$ cat config.mk
export PLATFORM = sky130hd
export DESIGN_NAME = radical_inverse_halton_unit
export DESIGN_NICKNAME = d
export VERILOG_FILES = /design/src/rtl/rhi_pkg.sv /design/src/rtl/rhi_cell.sv /design/src/rtl/rhi_divider.sv /design/src/rtl/radical_inverse_halton_unit.sv
export SDC_FILE = /design/constraint.sdc
export NUM_CORES = 1
export LEC_CHECK = 0
export BUFFER_PORTS_ARGS = -buffer_cell sky130_fd_sc_hd__buf_2
export CAP_MARGIN = 20
export CORE_MARGIN = 2
export CORE_UTILIZATION = 33
export DETAILED_ROUTE_END_ITERATION = 12
export HOLD_SLACK_MARGIN = 0.1
export PLACE_DENSITY = 0.55
export SKIP_CTS_REPAIR_TIMING = 1
export SLEW_MARGIN = 10
export SYNTH_ARGS = -nofsm -noshare
export SYNTH_HDL_FRONTEND = slang
export SYNTH_HIERARCHICAL = 1
export SYNTH_SLANG_ARGS = --single-unit
$ cat constraint.sdc
create_clock -name clk -period 4.75 [get_ports clk]
set_clock_uncertainty 0.05 [all_clocks]
set_input_delay 0.2375 -clock clk [delete_from_list [all_inputs] [get_ports clk]]
set_output_delay 0.2375 -clock clk [all_outputs]
set_load 0.005 [all_outputs]
$ cat src/rtl/rhi_pkg.sv
package rhi_pkg;

  localparam int INDEX_BITS = 16;
  localparam int FRAC_BITS  = 24;
  localparam int MAX_BASE   = 16;

  // Port widths
  localparam int INDEX_W    = 16;
  localparam int BASE_W     = 5;
  localparam int FRACTION_W = 24;
  localparam int COUNT_W    = 5;

  // One cell per index bit that takes part
  localparam int CHAIN_LEN = (INDEX_BITS < INDEX_W) ? INDEX_BITS : INDEX_W;
  // Running remainder of a digit division stays below the base
  localparam int REM_W     = $clog2(MAX_BASE);
  localparam int CMP_W     = (REM_W + 1 > BASE_W) ? REM_W + 1 : BASE_W;
  // Base power exceeds the index by less than one factor of the base
  localparam int POW_W     = CHAIN_LEN + REM_W;
  localparam int QCNT_W    = $clog2(FRAC_BITS + 1);
  localparam int FRAC_WIDE = (FRAC_BITS > FRACTION_W) ? FRAC_BITS : FRACTION_W;

  // Data handed from one cell to the next
  typedef struct packed {
    logic             vld;
    logic             nz;
    logic [REM_W-1:0] rem;
  } link_t;

endpackage

$ cat src/rtl/rhi_cell.sv
module rhi_cell import rhi_pkg::*; (
  input  logic              clk,
  input  logic              rst,
  input  logic              load,
  input  logic              load_bit,
  input  logic [BASE_W-1:0] base,
  input  link_t             link_in,
  output link_t             link_out
);

  logic             qbit;
  logic             vld;
  logic             nz;
  logic [REM_W-1:0] rem;

  logic [CMP_W-1:0] trial;
  logic [CMP_W-1:0] base_ext;
  logic [CMP_W-1:0] diff;
  logic             fits;

  // One long-division step: bring this bit down under the remainder
  always_comb begin
    trial    = CMP_W'({link_in.rem, qbit});
    base_ext = CMP_W'(base);
    fits     = (trial >= base_ext);
    diff     = trial - base_ext;
  end

  always_ff @(posedge clk) begin
    if (rst) begin
      vld <= 1'b0;
    end else if (load) begin
      vld <= 1'b0;
    end else begin
      vld <= link_in.vld;
    end
  end

  // The stored bit becomes the quotient bit for the next wave
  always_ff @(posedge clk) begin
    if (load) begin
      qbit <= load_bit;
    end else if (link_in.vld) begin
      qbit <= fits;
      nz   <= link_in.nz | qbit;
      rem  <= fits ? diff[REM_W-1:0] : trial[REM_W-1:0];
    end
  end

  assign link_out = '{vld: vld, nz: nz, rem: rem};

endmodule

$ cat src/rtl/rhi_divider.sv
module rhi_divider import rhi_pkg::*; (
  input  logic                 clk,
  input  logic                 rst,
  input  logic                 go,
  input  logic [POW_W-1:0]     num,
  input  logic [POW_W-1:0]     den,
  output logic                 done,
  output logic [FRAC_BITS-1:0] quot
);

  logic              active;
  logic [QCNT_W-1:0] steps;
  logic [POW_W-1:0]  rem;

  logic [POW_W:0] trial;
  logic [POW_W:0] den_ext;
  logic [POW_W:0] diff;
  logic           fits;

  always_comb begin
    trial   = {rem, 1'b0};
    den_ext = {1'b0, den};
    fits    = (trial >= den_ext);
    diff    = trial - den_ext;
  end

  // Restoring division, one quotient bit per cycle
  always_ff @(posedge clk) begin
    if (rst) begin
      active <= 1'b0;
      done   <= 1'b0;
    end else begin
      done <= 1'b0;
      if (go) begin
        active <= 1'b1;
        steps  <= QCNT_W'(FRAC_BITS);
        rem    <= num;
        quot   <= '0;
      end else if (active) begin
        rem   <= fits ? diff[POW_W-1:0] : trial[POW_W-1:0];
        quot  <= {quot[FRAC_BITS-2:0], fits};
        steps <= steps - 1'b1;
        if (steps == QCNT_W'(1)) begin
          active <= 1'b0;
          done   <= 1'b1;
        end
      end
    end
  end

endmodule

$ cat src/rtl/radical_inverse_halton_unit.sv
// Channel  | Ports                                  | Handshake
// ---------+----------------------------------------+------------------------------
// request  | index_value, digit_base                | taken when start && !busy
// result   | fraction, digit_count, bad_base        | one-cycle strobe on done
//
// A request with a valid base (default 16-cell chain, 24-bit fraction) passes from
// acceptance to done through the cell chain, which peels one base digit per cycle
// once every cell has filled, and then through the divider, which yields one
// fraction bit per cycle.
// An out-of-range base returns its result in the next cycle without going busy.
// Synchronous reset clears the control state; results cannot be stalled.
module radical_inverse_halton_unit import rhi_pkg::*; (
  input  logic                  clk,
  input  logic                  rst,
  input  logic                  start,
  output logic                  busy,
  input  logic [INDEX_W-1:0]    index_value,
  input  logic [BASE_W-1:0]     digit_base,
  output logic                  done,
  output logic [FRACTION_W-1:0] fraction,
  output logic [COUNT_W-1:0]    digit_count,
  output logic                  bad_base
);

  typedef enum logic [1:0] {
    S_IDLE,
    S_DIGITS,
    S_DIVIDE
  } state_t;

  state_t state;

  logic              run;
  logic              div_go;
  logic [BASE_W-1:0] base_q;
  logic [POW_W-1:0]  rev;
  logic [POW_W-1:0]  power;
  logic [COUNT_W-1:0] count;

  logic                   accept;
  logic                   base_ok;
  link_t                  links [CHAIN_LEN+1];
  link_t                  chain_out;
  logic [POW_W+BASE_W-1:0] rev_prod;
  logic [POW_W+BASE_W-1:0] pow_prod;
  logic [POW_W-1:0]       rev_next;
  logic                   div_done;
  logic [FRAC_BITS-1:0]   div_quot;
  logic [FRAC_WIDE-1:0]   frac_wide;

  assign busy    = (state != S_IDLE);
  assign accept  = start && !busy;
  assign base_ok = (digit_base >= BASE_W'(2)) && (int'(digit_base) <= MAX_BASE);

  // Cell 0 takes the most significant index bit
  assign links[0] = '{vld: run, nz: 1'b0, rem: '0};

  for (genvar j = 0; j < CHAIN_LEN; j++) begin : g_cell
    rhi_cell u_cell (
      .clk      (clk),
      .rst      (rst),
      .load     (accept),
      .load_bit (index_value[CHAIN_LEN-1-j]),
      .base     (base_q),
      .link_in  (links[j]),
      .link_out (links[j+1])
    );
  end

  assign chain_out = links[CHAIN_LEN];

  // Append the digit below the reversed value and grow the base power
  assign rev_prod = (POW_W+BASE_W)'(rev) * (POW_W+BASE_W)'(base_q);
  assign pow_prod = (POW_W+BASE_W)'(power) * (POW_W+BASE_W)'(base_q);
  assign rev_next = rev_prod[POW_W-1:0] + POW_W'(chain_out.rem);

  rhi_divider u_divider (
    .clk  (clk),
    .rst  (rst),
    .go   (div_go),
    .num  (rev),
    .den  (power),
    .done (div_done),
    .quot (div_quot)
  );

  assign frac_wide = FRAC_WIDE'(div_quot);

  always_ff @(posedge clk) begin
    if (rst) begin
      state  <= S_IDLE;
      run    <= 1'b0;
      div_go <= 1'b0;
      done   <= 1'b0;
    end else begin
      done   <= 1'b0;
      div_go <= 1'b0;
      unique case (state)
        S_IDLE: begin
          if (start) begin
            if (!base_ok) begin
              done        <= 1'b1;
              bad_base    <= 1'b1;
              fraction    <= '0;
              digit_count <= '0;
            end else begin
              state  <= S_DIGITS;
              run    <= 1'b1;
              base_q <= digit_base;
              rev    <= '0;
              power  <= POW_W'(1);
              count  <= '0;
            end
          end
        end
        S_DIGITS: begin
          if (chain_out.vld) begin
            if (chain_out.nz) begin
              rev   <= rev_next;
              power <= pow_prod[POW_W-1:0];
              count <= count + 1'b1;
            end else begin
              // Quotient reached zero: stop feeding waves, divide
              run    <= 1'b0;
              div_go <= 1'b1;
              state  <= S_DIVIDE;
            end
          end
        end
        S_DIVIDE: begin
          if (div_done) begin
            fraction    <= frac_wide[FRACTION_W-1:0];
            digit_count <= count;
            bad_base    <= 1'b0;
            done        <= 1'b1;
            state       <= S_IDLE;
          end
        end
        default: begin
          state <= S_IDLE;
        end
      endcase
    end
  end

endmodule

After elaboration in Yosys (flattened, before gate mapping)
Cells that the tools add are included.
{"block": "totals", "register_bits": 248, "input_bits": 24, "elab_cells": 301}
{"block": "op_classes", "n_addsub": 20, "mul": 2, "magnitude_cmp": 19, "n_eq_ne": 10, "muxes": 100, "bitwise": 20, "n_reduce_logical": 49}
{"op": "20-bit two-way mux", "count": 11}
{"op": "24-bit two-way mux", "count": 4}
{"op": "20-bit one-hot mux with 2 select lines", "count": 2}
{"op": "5-bit >= comparator", "count": 15}
{"op": "4-bit two-way mux", "count": 15}
{"op": "4-bit subtractor", "count": 15}
{"op": "1-bit two-way mux", "count": 48}
{"op": "24-bit one-hot mux with 2 select lines", "count": 1}
{"op": "20-bit by 5-bit multiplier with 20-bit output", "count": 2}
{"op": "5-bit two-way mux", "count": 8}
{"op": "2-bit nonzero test", "count": 20}
{"op": "2-bit AND reduction", "count": 17}
{"op": "21-bit by 20-bit >= comparator with 1-bit output", "count": 1}
{"op": "20-bit by 4-bit adder with 20-bit output", "count": 1}
{"op": "5-bit one-hot mux with 2 select lines", "count": 2}
{"op": "20-bit subtractor", "count": 1}
{"op": "1-bit OR", "count": 15}
{"op": "5-bit AND reduction", "count": 3}
{"op": "2-bit two-way mux", "count": 5}
{"op": "2-bit inequality test, second input constant", "count": 4}
{"op": "2-bit by 1-bit inequality test with 1-bit output, second input constant", "count": 3}
{"op": "1-bit one-hot mux with 2 select lines", "count": 3}
{"op": "2-bit one-hot mux with 3 select lines", "count": 1}
{"op": "6-bit AND reduction", "count": 1}
{"op": "other kinds (16)", "count": 22}

Longest topological paths before layout
Gate-level depths: netlist of the first run.
{"block": "depth", "ltp_word": 5, "ltp_mapped": 16}

Modules after synthesis
Netlist of the first run, hierarchy kept.
{"mod": "radical_inverse_halton_unit", "instances": 1, "cells_per_inst": 897, "area_each_um2": 8745.9, "seq_area_each_um2": 2502.4}
{"mod": "rhi_cell", "instances": 16, "cells_per_inst": 45, "area_each_um2": 516.7, "seq_area_each_um2": 200.2}
{"mod": "rhi_divider", "instances": 1, "cells_per_inst": 311, "area_each_um2": 3316.9, "seq_area_each_um2": 1511.4}

Least setup slack after synthesis of the first run
Ideal clock, no wire load.
{"block": "synth_path", "kind": "in2reg", "startpoint": "input digit_base[1]", "endpoint": "register count[0] (enable)", "setup_time_ns": 0.503, "t_arrival_ns": 4.039, "required_ns": 4.197, "path_slack_ns": 0.158, "path_stages": 6, "path_buffers": 0, "path_cell_list": "nor3_1 > mux2i_1 > nand2_1 > nor2_1 > a31oi_1 > nor3_1"}
{"block": "synth_via", "elab_chain_cells": 4, "word_cells_on_any_way": 5}
{"item": "start, declared", "line_no": "radical_inverse_halton_unit.sv:18", "rtl": "input logic [BASE_W-1:0] digit_base,"}
{"item": "5-bit by 2-bit >= comparator with 1-bit output / 5-bit less-or-equal comparator (equally long branches)", "line_no": "radical_inverse_halton_unit.sv:53", "rtl": "assign base_ok = (digit_base >= BASE_W'(2)) && (int'(digit_base) <= MAX_BASE);"}
{"item": "1-bit logical AND (*)", "line_no": "radical_inverse_halton_unit.sv:53"}
{"item": "2-bit inequality test (no line) (*)"}
{"item": "6-bit AND reduction (no line) (*)"}
{"item": "end signal, assigned", "line_no": "radical_inverse_halton_unit.sv:121", "rtl": "count <= count + 1'b1;"}
{"item": "end, declared", "line_no": "radical_inverse_halton_unit.sv:38", "rtl": "logic [COUNT_W-1:0] count;"}
Mark *: on every way between the ends. The rest lies on a longest branch, timed or not.
A chain may end at the register's enable or synchronous reset.

Worst setup path in the final report of the first run
{"block": "layout_path", "startpoint": "register base_q[4]", "endpoint": "register rev[18] (data pin)"}
{"block": "layout_via", "elab_chain_cells": 5}
{"item": "start, declared", "line_no": "radical_inverse_halton_unit.sv:35", "rtl": "logic [BASE_W-1:0] base_q;"}
{"item": "start signal, assigned", "line_no": "radical_inverse_halton_unit.sv:109", "rtl": "base_q <= digit_base;"}
{"item": "20-bit by 5-bit multiplier with 20-bit output", "line_no": "radical_inverse_halton_unit.sv:73", "rtl": "assign rev_prod = (POW_W+BASE_W)'(rev) * (POW_W+BASE_W)'(base_q);"}
{"item": "20-bit by 4-bit adder with 20-bit output", "line_no": "radical_inverse_halton_unit.sv:75", "rtl": "assign rev_next = rev_prod[POW_W-1:0] + POW_W'(chain_out.rem);"}
{"item": "20-bit two-way mux", "line_no": "radical_inverse_halton_unit.sv:118", "rtl": "if (chain_out.nz) begin"}
{"item": "20-bit two-way mux", "line_no": "radical_inverse_halton_unit.sv:117", "rtl": "if (chain_out.vld) begin"}
{"item": "20-bit one-hot mux with 2 select lines", "line_no": "radical_inverse_halton_unit.sv:98", "rtl": "unique case (state)"}
{"item": "end signal, assigned", "line_no": "radical_inverse_halton_unit.sv:119", "rtl": "rev <= rev_next;"}
{"item": "end, declared", "line_no": "radical_inverse_halton_unit.sv:36", "rtl": "logic [POW_W-1:0] rev;"}
Every way passes these cells. The select of a mux whose other input is x is not followed.

==> impl_metrics.csv, run 1 <==
group,metric,value,unit
logic_synthesis,synth-seq-area-share,35.5,%
die,rows,90,
die,start_util,33.6,%
critical_path,start_kind,"flop",
die,core-area,0.0606,mm2
placement,gp_congestion,0.852,
layout,layout_commonest_cell,"inv_1",
routing,drt-wirelength-per-cell,14.7,um
critical_path,cpMaxStageDelayCell,"fa_1",
flow_run,drv_cap,0,
die,dieWidth,252,um
sta,hold_viol,0,
power_and_ir_drop,p_leak,9.68,nW
power_and_ir_drop,p_comb_share,21.4,%
critical_path,crit_chain,"buf_12 -> and2_1 -> fa_1 -> fa_1 -> inv_1 -> fa_1 -> inv_1 -> ha_1 -> o21a_1 -> o31a_1 -> o21ai_1 -> o311ai_0 -> a21oi_1 -> mux2i_1",
power_and_ir_drop,ir_worst_vdd,0.242,mV
layout,antenna_cells,0,
global_route,antenna_found_initial,1,
critical_path,crit_type,"reg -> reg",
critical_path,cp_max_fo,11,
routing,drt_iter0_markers,505,
routing,route.detailed.drc,0,
logic_synthesis,synth_xor_area_share,3.02,%
power_and_ir_drop,sequentialPowerShare,40.4,%
placement,pre_cts_ws,148,ps
sta,tightestPinTransition,939,ps
logic_synthesis,ys_ff_latch,248,
sta,setup_violations,0,
clock_tree,cts_tree,"done",
logic_synthesis,syn_area_per_cell,10.5,um2
power_and_ir_drop,swShare,28.0,%
global_route,grt_usage,13.0,%
global_route,grt_start_max_net_pins,71,
routing,wl,41200,um
power_and_ir_drop,power_density,269,mW/mm2
routing,firstDrtPassIters,5,
placement,post-dp-hpwl,30400,um
die,boundaryPins,56,
layout,fin_area,0.0227,mm2
clock_tree,clock_sinks,248,
logic_synthesis,synthMuxAreaShare,5.86,%
sta,setup_slack,278,ps
clock_tree,path_clk_slew,60,ps
hold_path,hold_class,"in -> reg",
placement,placed_cell_area,0.0214,mm2
sta,grt_setup_unrepaired,"false",
logic_synthesis,postSynth.asyncResetShare,0,%
die,die_area,0.0636,mm2
die,die_h,252,um
critical_path,endpoint_kind,"flop",
logic_synthesis,synth_cells,1928,
clock_tree,clockBufferDepth,3,
logic_synthesis,synth-edff-count,225,
sta,fmax,224,MHz
critical_path,max_stage_delay,550,ps
clock_tree,cts_root_buf,"clkbuf_16",
clock_tree,htree_levels,1,
logic_synthesis,synth_top_family_by_area,"adder cells",
critical_path,cpLargestDelayFamily,"adder cells",
clock_tree,worstSkewPairLatency,580,ps
layout,fill_cells,6028,
power_and_ir_drop,p_sw,1.71,mW
logic_synthesis,synth_ff_type,"edfxtp_1",
layout,drive_above_1_share,14.7,%
routing,num_vias,13409,
layout,syn_to_final_growth,11.6,%
power_and_ir_drop,internal_power,4.39,mW
power_and_ir_drop,clkPwrFrac,38.3,%
sta,slew_headroom,37.1,%
logic_synthesis,synth_warnings,6,
layout,nets,2303,
logic_synthesis,ys_types,78,
global_route,grt_pass1_wl,68500,um
sta,finalMaxSlewViolations,0,
routing,viasPerCell,4.78,
sta,setup_tns,0,ps
clock_tree,cts_buffers,29,
critical_path,critPathBufInv,3,
logic_synthesis,synth_adder_area_share,21.3,%
routing,antenna_left,0,
critical_path,crit_top_cell,"fa_1",
logic_synthesis,synth_area,0.0203,mm2
logic_synthesis,synth_compound_area_share,9.75,%
critical_path,arrival,4740,ps
placement,portBuffers,55,
status,run_status,"complete, no violations",
layout,final_cell_mix,"inv_1 (297), edfxtp_1 (225), and2_1 (172), ha_1 (163), fa_1 (114)",
critical_path,worstPathRequired,5020,ps
global_route,overflow,0,
sta,timing.final.crit_share,94.1,%
logic_synthesis,synth-simple-area-share,17.1,%
sta,fin_crit,4470,ps
layout,final_core_util,37.4,%
global_route,grt_pass1_vias,13892,
[flip-flops by register name, indices dropped and copies added (netlist names)]
register	cells
base_q	5
done	1
u_divider/active	1
u_divider/rem	20
g_cell.u_cell/nz	16
power	20
fraction	24
u_divider/steps	5
rev	20
u_divider/done	1
count	5
g_cell.u_cell/rem	64
digit_count	5
u_divider/quot	24
div_go	1
g_cell.u_cell/qbit	16
state	2
run	1
bad_base	1
g_cell.u_cell/vld	16
[per-layer routing]
metal  routed length [um]  share of wire [%]  GRT usage [%]
met1                18500                 45           16.2
met2                20700                 50           23.8
met3                 1030                2.5           1.74
met4                  966                2.3           2.96
met5                   13              0.032              0
[path summary, 6_finish.rpt]
path,start,to,slack (ps),cells past startpoint
worst min-delay path,rst,g_cell[0].u_cell/vld,170,2
worst max register to register,base_q[4],rev[18],280,14
worst min register to register,u_divider/active,u_divider/done,440,1
worst max-delay path,base_q[4],rev[18],280,14
[final cells by class]
type	count	area (um2)	area share, %
Sequential cell	248	7220	31.8
Multi-Input combinational cell	1324	11700	51.4
Clock buffer	35	778	3.43
Inverter	297	1110	4.91
Timing Repair Buffer	102	733	3.23
Tap cell	782	978	4.31
Clock inverter	19	209	0.921
[logic make-up after synthesis]
| group | after synthesis |
|---|---|
| xor+xnor | 70 |
| compound gates | 250 |
| simple gates | 615 |
| mux | 101 |
| flops | 248 |
| other cells | 1 |
| buf+inv | 366 |
| fa+ha+maj | 277 |
[Yosys cell counts (28+ instances only)]
library cell  count  area [um2]
o21ai_0          66         330
and2_1          172        1080
inv_1           297        1110
mux2_4           35         526
mux2i_1          62         621
nor4_1           51         319
fa_1            114        2280
nor2_1           64         240
nor3_1           42         210
nand2b_1         28         175
xnor2_1          40         350
xor2_1           30         263
a21oi_1          32         160
nor2b_1          84         526
edfxtp_1        225        6760
buf_4            32         240
ha_1            163        2040
nand2_1          89         334
clkbuf_1         33         124
or2_2            35         219
[per-stage QoR]
step           hold slack (ps)  total power [mW]  std cells
6_report                   166              6.10       2807
4_1_cts                   -184              6.18       2782
5_1_grt                    179              6.45       2807
3_5_place_dp               418              3.80       2728
3_3_place_gp               410              3.78       2728
2_1_floorplan              259              3.52       1938
[power groups by stage]
stage	Sequential (mW)	Clock, mW	Combinational, mW
2_1_floorplan	2.50	0	1.01
3_3_place_gp	2.51	0	1.26
3_5_place_dp	2.51	0	1.29
4_1_cts	2.47	2.42	1.30
5_1_grt	2.47	2.49	1.49
6_report	2.46	2.33	1.30
[worst reg2reg max path: stages, from the launching register on]
cell	delay (ps)
edfxtp_1	520
buf_12	210
and2_1	160
fa_1	500
fa_1	550
inv_1	60
fa_1	530
inv_1	40
ha_1	320
o21a_1	130
o31a_1	220
o21ai_1	190
o311ai_0	470
a21oi_1	150
mux2i_1	140
Power figures use the tool's default switching activity.
==> inputs of run 2 (changes only) <==
CORE_UTILIZATION = 58   (was 33)
PLACE_DENSITY = 0.84   (was 0.55)
==> run 2 against run 1 <==
Critical path depth decreased by 1. Flip-flop and latch count unchanged. Routed wire length increased by 0.41%. Non-clock buffer count decreased by 3. Sequential share of layout area increased by 0.82 points. Register-to-register slack got worse by 20 ps.
==> impl_metrics.csv, run 2 (synthesis results as in run 1) <==
group,metric,value,unit
status,run_status,"complete, no violations",
critical_path,crit_top_cell,"fa_1",
clock_tree,cts_root_buf,"clkbuf_16",
clock_tree,worstSkewPairLatency,560,ps
layout,multi_input_area,0.0117,mm2
clock_tree,clock_sinks,248,
sta,hold_viol,0,
routing,antenna_left,0,
placement,post-dp-hpwl,30200,um
sta,setup_tns,0,ps
layout,largest_reg_flops,64,
critical_path,crit_chain,"buf_4 -> nand2_1 -> fa_1 -> fa_1 -> fa_1 -> inv_1 -> ha_1 -> nor2b_1 -> o31a_1 -> o21ai_1 -> o311ai_0 -> a21oi_1 -> mux2i_1",
routing,wl_met2,21400,um
routing,top_layer_used,"met4",
layout,final_core_util,64.0,%
critical_path,r2r-start,"base_q[4]",
routing,route.detailed.drc,0,
layout,fill_cells,2671,
global_route,grt_pass1_wl,68000,um
sta,tightestPinTransition,1060,ps
routing,firstDrtPassIters,5,
die,start_util,58.9,%
global_route,antenna_found_initial,1,
power_and_ir_drop,ir_worst_vdd,0.419,mV
sta,finalMaxSlewViolations,0,
clock_tree,clockBufferDepth,3,
critical_path,critPathLaunch,"base_q[4]",
layout,top_regs,"g_cell.u_cell/rem (64), fraction (24), u_divider/quot (24)",
routing,viasPerCell,5.60,
routing,drt-wirelength-per-cell,16.7,um
hold_path,min-delay-start,"rst",
power_and_ir_drop,p_leak,9.58,nW
flow_run,drv_cap,0,
layout,syn_to_final_growth,8.79,%
die,die_area,0.0366,mm2
routing,met3WireLength,1620,um
die,die_h,191,um
clock_tree,htree_levels,1,
sta,slew_headroom,29.4,%
routing,num_vias,13846,
layout,largest-register,"g_cell.u_cell/rem",
critical_path,cpMaxStageDelayCell,"fa_1",
sta,setup_slack,257,ps
power_and_ir_drop,total_power,5.86,mW
clock_tree,path_clk_slew,70,ps
sta,fmax,223,MHz
layout,layout_commonest_cell,"inv_1",
placement,gp_congestion,0.881,
die,boundaryPins,56,
critical_path,endpoint_kind,"flop",
critical_path,crit_type,"reg -> reg",
sta,setup_violations,0,
sta,fin_crit,4490,ps
sta,grt_setup_unrepaired,"false",
die,core-area,0.0345,mm2
power_and_ir_drop,power_density,265,mW/mm2
critical_path,max_stage_delay,540,ps
critical_path,arrival,4740,ps
layout,nets,2299,
layout,regArea,0.00722,mm2
clock_tree,cts_tree,"done",
placement,pre_cts_ws,262,ps
routing,drt_iter0_markers,673,
die,dieWidth,191,um
global_route,grt_usage,22.9,%
global_route,grt_start_max_net_pins,71,
clock_tree,cts_buffers,28,
die,rows,68,
routing,wl,41300,um
global_route,grt_pass1_vias,14216,
critical_path,worstPathRequired,4990,ps
global_route,overflow,0,
hold_path,hold_class,"in -> reg",
critical_path,start_kind,"flop",
critical_path,cp_max_fo,20,
routing,wl_met1,16700,um
sta,timing.final.crit_share,94.6,%
layout,final_cell_mix,"inv_1 (297), edfxtp_1 (225), and2_1 (172), ha_1 (163), fa_1 (114)",
layout,drive_above_1_share,14.1,%
placement,portBuffers,55,
## run 2: routing by layer
layer	vias up	global-route usage [%]
met3	99	2.88
met1	6802	27.1
met2	307	42.2
li1	6638	-
met5	-	0
met4	0	8.79
## run 2: path summary, 6_finish.rpt
kind / endpoint / slack [ps] / depth (start not counted)
setup / recovery: rev[18] / 260 / 13
hold / removal: div_go / 170 / 2
setup reg to reg: rev[18] / 260 / 13
hold reg to reg: u_divider/done / 420 / 1
## run 2: power breakdown
part / switching [mW] / total, mW / internal, mW
Clock: 0.893 / 2.08 / 1.19
Sequential: 0.0349 / 2.47 / 2.43
Combinational: 0.741 / 1.31 / 0.570
Total: 1.67 / 5.86 / 4.19
## run 2: metrics by stage
stage | hold WS [ps] | instances | instance area [um2]
2_1_floorplan | 259 | 1938 | 20400
3_3_place_gp | 421 | 2400 | 21000
3_5_place_dp | 422 | 2400 | 21000
4_1_cts | -144 | 2448 | 21900
5_1_grt | 201 | 2471 | 22100
6_report | 174 | 2473 | 22100
## run 2: final cells by class
class / instances / area share (%)
diodes: 2 / 0.0226
clock buffers: 32 / 3.42
clock inverters: 16 / 0.526
inverters: 297 / 5.04
multi-input cells: 1324 / 52.7
flip-flops and latches: 248 / 32.6
well taps: 455 / 2.57
repair buffers: 99 / 3.10
## run 2: worst max-delay path: cells and delay by family, from the launching register on
family | cells | cell delay, ps
DFF | 1 | 470
adders and majority gates | 4 | 1910
AOI/OAI and AO/OA | 4 | 980
buffers and inverters | 2 | 320
and+or+nand+nor | 2 | 350
muxes | 1 | 140
